<file path="src/rtl/core/wsdf_pkg.sv">
// Package for the WebSocket frame deframer.
// Holds the parse phase type and the header field constants; no dependencies.
package wsdf_pkg;

    typedef enum logic [2:0] {
        PH_HDR0    = 3'd0,
        PH_HDR1    = 3'd1,
        PH_LEN_MSB = 3'd2,
        PH_LEN_LSB = 3'd3,
        PH_KEY     = 3'd4,
        PH_PAYLOAD = 3'd5
    } t_phase;

    localparam logic [3:0] OPCODE_RESET  = 4'h2;   // binary frames
    localparam logic [6:0] LEN_CODE_EXT16 = 7'h7E;
    localparam logic [2:0] KEY_BYTES     = 3'd4;

endpackage

</file>
<file path="src/rtl/core/websocket_frame_deframer.sv">
// WebSocket frame deframer: splits a byte stream into frames and forwards the
// payload of final, unmasked frames with the selected opcode.
// Depends on wsdf_pkg.
//
//  channel | signals                                    | direction
//  --------+--------------------------------------------+----------
//  input   | i_in_valid, o_in_ready, i_in_byte           | in
//  output  | o_out_valid, i_out_ready, o_payload_byte,   | out
//          | o_frame_last                                |
//  config  | i_cfg_we, i_cfg_data                        | in
//
// One byte is accepted per cycle while o_in_ready is high; the header parser
// updates its state in the cycle of acceptance and a payload byte is registered.
// A skid register behind the output register keeps the input ready while the
// output stalls; the input drops ready only when both are full.
// Synchronous active-low reset returns the parser to the first header byte and
// the accepted opcode to binary. There is no clearing pass.
module websocket_frame_deframer (
    input  logic       i_clk,
    input  logic       i_rst_n,
    input  logic       i_in_valid,
    output logic       o_in_ready,
    input  logic [7:0] i_in_byte,
    output logic       o_out_valid,
    input  logic       i_out_ready,
    output logic [7:0] o_payload_byte,
    output logic       o_frame_last,
    input  logic       i_cfg_we,
    input  logic [3:0] i_cfg_data
);

    wsdf_pkg::t_phase r_phase, n_phase;
    logic [15:0] r_frame_length, n_frame_length;
    logic [15:0] r_bytes_seen, n_bytes_seen;
    logic        r_drop_frame, n_drop_frame;
    logic        r_frame_masked, n_frame_masked;
    logic [2:0]  r_key_left, n_key_left;
    logic [3:0]  r_accept_opcode;

    logic        r_out_valid;
    logic [7:0]  r_out_byte;
    logic        r_out_last;
    logic        r_skid_valid;
    logic [7:0]  r_skid_byte;
    logic        r_skid_last;

    logic        in_fire;
    logic        out_fire;
    logic        res_valid;
    logic        res_last;
    logic [15:0] seen_inc;

    assign o_in_ready     = !r_skid_valid;
    assign in_fire        = i_in_valid && o_in_ready;
    assign out_fire       = r_out_valid && i_out_ready;
    assign o_out_valid    = r_out_valid;
    assign o_payload_byte = r_out_byte;
    assign o_frame_last   = r_out_last;
    assign seen_inc       = r_bytes_seen + 16'd1;

    always_comb begin
        n_phase        = r_phase;
        n_frame_length = r_frame_length;
        n_bytes_seen   = r_bytes_seen;
        n_drop_frame   = r_drop_frame;
        n_frame_masked = r_frame_masked;
        n_key_left     = r_key_left;
        res_valid      = 1'b0;
        res_last       = 1'b0;
        if (in_fire) begin
            unique case (r_phase)
                wsdf_pkg::PH_HDR1: begin
                    n_frame_masked = i_in_byte[7];
                    if (i_in_byte[6:0] == wsdf_pkg::LEN_CODE_EXT16) begin
                        n_phase = wsdf_pkg::PH_LEN_MSB;
                    end else begin
                        n_frame_length = {9'd0, i_in_byte[6:0]};
                        n_bytes_seen   = 16'd0;
                        if (i_in_byte[7]) begin
                            n_key_left = wsdf_pkg::KEY_BYTES;
                            n_phase    = wsdf_pkg::PH_KEY;
                        end else if (i_in_byte[6:0] == 7'd0) begin
                            n_phase = wsdf_pkg::PH_HDR0;
                        end else begin
                            n_phase = wsdf_pkg::PH_PAYLOAD;
                        end
                    end
                end
                wsdf_pkg::PH_LEN_MSB: begin
                    n_frame_length = {i_in_byte, 8'd0};
                    n_phase        = wsdf_pkg::PH_LEN_LSB;
                end
                wsdf_pkg::PH_LEN_LSB: begin
                    n_frame_length = {r_frame_length[15:8], i_in_byte};
                    n_bytes_seen   = 16'd0;
                    if (r_frame_masked) begin
                        n_key_left = wsdf_pkg::KEY_BYTES;
                        n_phase    = wsdf_pkg::PH_KEY;
                    end else if (n_frame_length == 16'd0) begin
                        n_phase = wsdf_pkg::PH_HDR0;
                    end else begin
                        n_phase = wsdf_pkg::PH_PAYLOAD;
                    end
                end
                wsdf_pkg::PH_KEY: begin
                    n_key_left = r_key_left - 3'd1;
                    if (n_key_left == 3'd0) begin
                        n_phase = (r_frame_length == 16'd0) ? wsdf_pkg::PH_HDR0
                                                            : wsdf_pkg::PH_PAYLOAD;
                    end
                end
                wsdf_pkg::PH_PAYLOAD: begin
                    n_bytes_seen = seen_inc;
                    res_valid    = !r_drop_frame && !r_frame_masked;
                    res_last     = (seen_inc == r_frame_length);
                    if (seen_inc == r_frame_length) begin
                        n_phase = wsdf_pkg::PH_HDR0;
                    end
                end
                default: begin
                    // First header byte; unused phase codes behave the same way.
                    n_drop_frame = !i_in_byte[7] || (i_in_byte[3:0] != r_accept_opcode);
                    n_phase      = wsdf_pkg::PH_HDR1;
                end
            endcase
        end
    end

    always_ff @(posedge i_clk) begin
        if (!i_rst_n) begin
            r_phase         <= wsdf_pkg::PH_HDR0;
            r_frame_length  <= 16'd0;
            r_bytes_seen    <= 16'd0;
            r_drop_frame    <= 1'b0;
            r_frame_masked  <= 1'b0;
            r_key_left      <= 3'd0;
            r_accept_opcode <= wsdf_pkg::OPCODE_RESET;
        end else begin
            r_phase        <= n_phase;
            r_frame_length <= n_frame_length;
            r_bytes_seen   <= n_bytes_seen;
            r_drop_frame   <= n_drop_frame;
            r_frame_masked <= n_frame_masked;
            r_key_left     <= n_key_left;
            if (i_cfg_we) begin
                r_accept_opcode <= i_cfg_data;
            end
        end
    end

    // Output register with a skid stage behind it.
    always_ff @(posedge i_clk) begin
        if (!i_rst_n) begin
            r_out_valid  <= 1'b0;
            r_skid_valid <= 1'b0;
        end else if (r_skid_valid) begin
            if (out_fire) begin
                r_out_valid  <= 1'b1;
                r_skid_valid <= 1'b0;
            end
        end else if (res_valid) begin
            if (!r_out_valid || out_fire) begin
                r_out_valid <= 1'b1;
            end else begin
                r_skid_valid <= 1'b1;
            end
        end else if (out_fire) begin
            r_out_valid <= 1'b0;
        end
    end

    always_ff @(posedge i_clk) begin
        if (r_skid_valid) begin
            if (out_fire) begin
                r_out_byte <= r_skid_byte;
                r_out_last <= r_skid_last;
            end
        end else if (res_valid) begin
            if (!r_out_valid || out_fire) begin
                r_out_byte <= i_in_byte;
                r_out_last <= res_last;
            end else begin
                r_skid_byte <= i_in_byte;
                r_skid_last <= res_last;
            end
        end
    end

endmodule
</file>
<file path="config.mk">
export PLATFORM = sky130hd
export DESIGN_NAME = websocket_frame_deframer
export DESIGN_NICKNAME = d
export VERILOG_FILES = /design/src/rtl/core/wsdf_pkg.sv /design/src/rtl/core/websocket_frame_deframer.sv
export SDC_FILE = /design/constraint.sdc
export NUM_CORES = 1
export LEC_CHECK = 0
export ABC_AREA = 1
export BUFFER_PORTS_ARGS = -buffer_cell sky130_fd_sc_hd__buf_2
export CORE_ASPECT_RATIO = 0.7
export CORE_MARGIN = 2
export CORE_UTILIZATION = 65
export CTS_CLUSTER_SIZE = 25
export DETAILED_ROUTE_END_ITERATION = 10
export PLACE_DENSITY = 0.94
export SYNTH_ARGS = -nofsm -noshare
export SYNTH_HDL_FRONTEND = slang
export SYNTH_SLANG_ARGS = --single-unit
</file>
<file path="constraint.sdc">
create_clock -name i_clk -period 7.58 [get_ports i_clk]
set_input_delay 0.758 -clock i_clk [delete_from_list [all_inputs] [get_ports i_clk]]
set_output_delay 0.758 -clock i_clk [all_outputs]
set_load 0.005 [all_outputs]
</file>
==> run metrics <==
Clock Skews 0.01369 ns; GRT Total Usage 0.3789; Post-CTS Setup Bufs 0; Layout fillers 392; largest net degree at the start of global routing 36; Final Critical Period 2.703 ns; CP peak stage delay 0.85 ns; Final setup viols 0; Synth area leader dfxtp_1; total CTS buffers 9; 1st-iter DRT viols 629; Design Power roughly 860 uW; clock slew at reported path FFs roughly 0.070 ns; largest cells by area after synthesis dfxtp_1 26%, edfxtp_1 15%, nand2_1 13%, inv_1 7.5%, nand3_1 6.4%; WP data arrival 2.66 ns; DRC Markers 0; Critical Setup Path Class reg2reg; Top FF cell, synth dfxtp_1; top cell type's share of synthesized area 0.2557; DR vias/cell 6.341; Max Slew Vio Count 0; DIE HEIGHT 66.28 um; setup TNS 0 ns; number of H-tree levels 3; Critical Path Source Type flip-flop; Slew @ Worst Pin 1.118 ns; Max-slew headroom 0.2485; Ys Warns 0; Worst Path Required 7.54 ns; Nets 557; Routed WL 10790 um; area delta synth->final 11.19%; IO Count 28; Worst-Skew Late Latency 0.35 ns; CTS tree done; peak supply drop 0.1440 mV; die width 92.96 um; register area share after synthesis 0.4058; hold-fix buffers at CTS 0; # rows 22; CP cell instances inv_1 -> nor2_1 -> inv_1 -> nor2_2 -> inv_2 -> nor2_4 -> inv_2 -> nor4_2; vias in the first global route 3687; CTS resizes 0; leakage 1.635 nW; share of the cycle needed by the critical path after routing 0.3565; Core Util, Final 0.7576; Levels on crit path 8; syn nets 528; Core Area 5285 um2; critical path's slowest cell nor4_2; Via Count 3887; CP delay by family, top simple AND/OR/NAND/NOR gates; setup repair after global routing missed its margin false; post-detailed-route count of antenna-violating nets 0; grt total ovfl 0; maximum clock path buffer count 2; average wire per standard cell 17.60 um; Cell Pwr Density 214.2 nW/um2; worst-path fanout max 10; FF+latch count, synth 64; FF-to-FF path depth 8; hold path cells 2; die area between 6000 and 7000 um2; Initial Util 0.6813; Cells after Synth 507; Hold Vio Cnt, Final 0; hold crit path type reg2reg; crit path setup slack, layout about 4.9 ns; Synth top cells by count 129 x nand2_1, 72 x inv_1, 46 x dfxtp_1, 46 x nand3_1, 40 x a21oi_1; Clock Sinks 64; Diodes inserted 0; syn_area_per_cell ~7 um2; first-pass GRT wire length between 15000 and 20000 um; initial antenna violation count 0; Max Cap Viol 0; pre-CTS setup slack 4.832 ns; WP buf/inv 4; Achievable Freq 0.3700 GHz; worst hold slack slightly below 0.5 ns; Detailed Routing Iterations Pass 1 6; root buffer cell clkbuf_8; status finished clean; Worst setup EP type flip-flop; IO Port Bufs 27; Synth cell types 38; EDFF count, synth 18; layout cells sized above 1 0.1294; post-DP HPWL 7583 um; synthesized area 3601 um2; GPL Wtd Cong a little under 1; asr flop ratio synth 0; most common cell in the synthesized netlist nand2_1
-- worst paths after layout --
check           startpoint        endpoint  slack (ns)
min          r_key_left[1]   r_key_left[1]        0.49
max             r_phase[0]  r_skid_byte[5]        4.88
max reg2reg     r_phase[0]  r_skid_byte[5]        4.88
min reg2reg  r_key_left[1]   r_key_left[1]        0.49
-- layout make-up --
class	instances	area, um2	share of cell area
clock inverter	5	60.06	0.01500
clock buffer	11	162.7	0.04063
inverter	77	289.0	0.07219
timing repair buffer	27	135.1	0.03375
tap	72	90.09	0.02250
multi-input combinational	357	1805	0.4509
sequential	64	1461	0.3650
-- worst reg2reg max path: stages (launching register included) --
cell and delay [ns]:
dfxtp_1 0.36, inv_1 0.08, nor2_1 0.08, inv_1 0.09
nor2_2 0.40, inv_2 0.13, nor2_4 0.23, inv_2 0.10
nor4_2 0.85
-- metrics by stage --
stage	area [um2]	instances
floorplan	3601	507
global placement	3781	597
detailed placement	3781	597
CTS	4004	613
global route	4004	613
finish	4004	613
-- metal layers --
metal	GRT usage	part of all wire
met1	0.4932	0.40
met2	0.5996	0.43
met3	0.1049	0.12
met4	0.1544	0.037
met5	0	0
-- power by group --
| group | total (mW) | switching, mW | internal (mW) |
|---|---|---|---|
| registers | 0.388 | 0.0191 | 0.369 |
| logic | 0.143 | 0.0970 | 0.0456 |
| clock network | 0.327 | 0.145 | 0.182 |
| total | 0.857 | 0.261 | 0.596 |
-- kinds of logic after synthesis --
group / Yosys count / synth area share
buffers and inverters: 86 / 0.09451
XOR/XNOR: 6 / 0.01459
AO/OA/AOI/OAI: 90 / 0.1439
flip-flops: 64 / 0.4058
AND/OR/NAND/NOR: 257 / 0.3273
adder cells (fa/ha/maj): 4 / 0.01390
-- placed cells by master, fill, tap and decap left out, drive strengths merged --
master      n
or2         2
o21a        1
xor2        4
o31ai       1
a211oi     16
a21oi      41
nand3b      2
a31o        1
nor3        6
clkbuf     11
o22ai       2
bufinv      1
clkinvlp    1
buf        27
nor2       45
ha          4
nand3      48
o211a       1
dfxtp      46
nor4        6
clkinv      3
xnor2       2
inv        77
nand4      15
nand2     132
and3        1
a31oi       6
edfxtp     18
o21ai      21
-- sequential cells by signal, summed over array words and instances, names as in the netlist --
name	flops
o_out_valid	1
r_frame_masked	1
r_skid_last	1
r_drop_frame	1
o_frame_last	1
r_skid_valid	1
r_bytes_seen	16
r_frame_length	16
r_accept_opcode	4
r_key_left	3
r_skid_byte	8
o_payload_byte	8
r_phase	3
(Power assumes the default switching activity.)
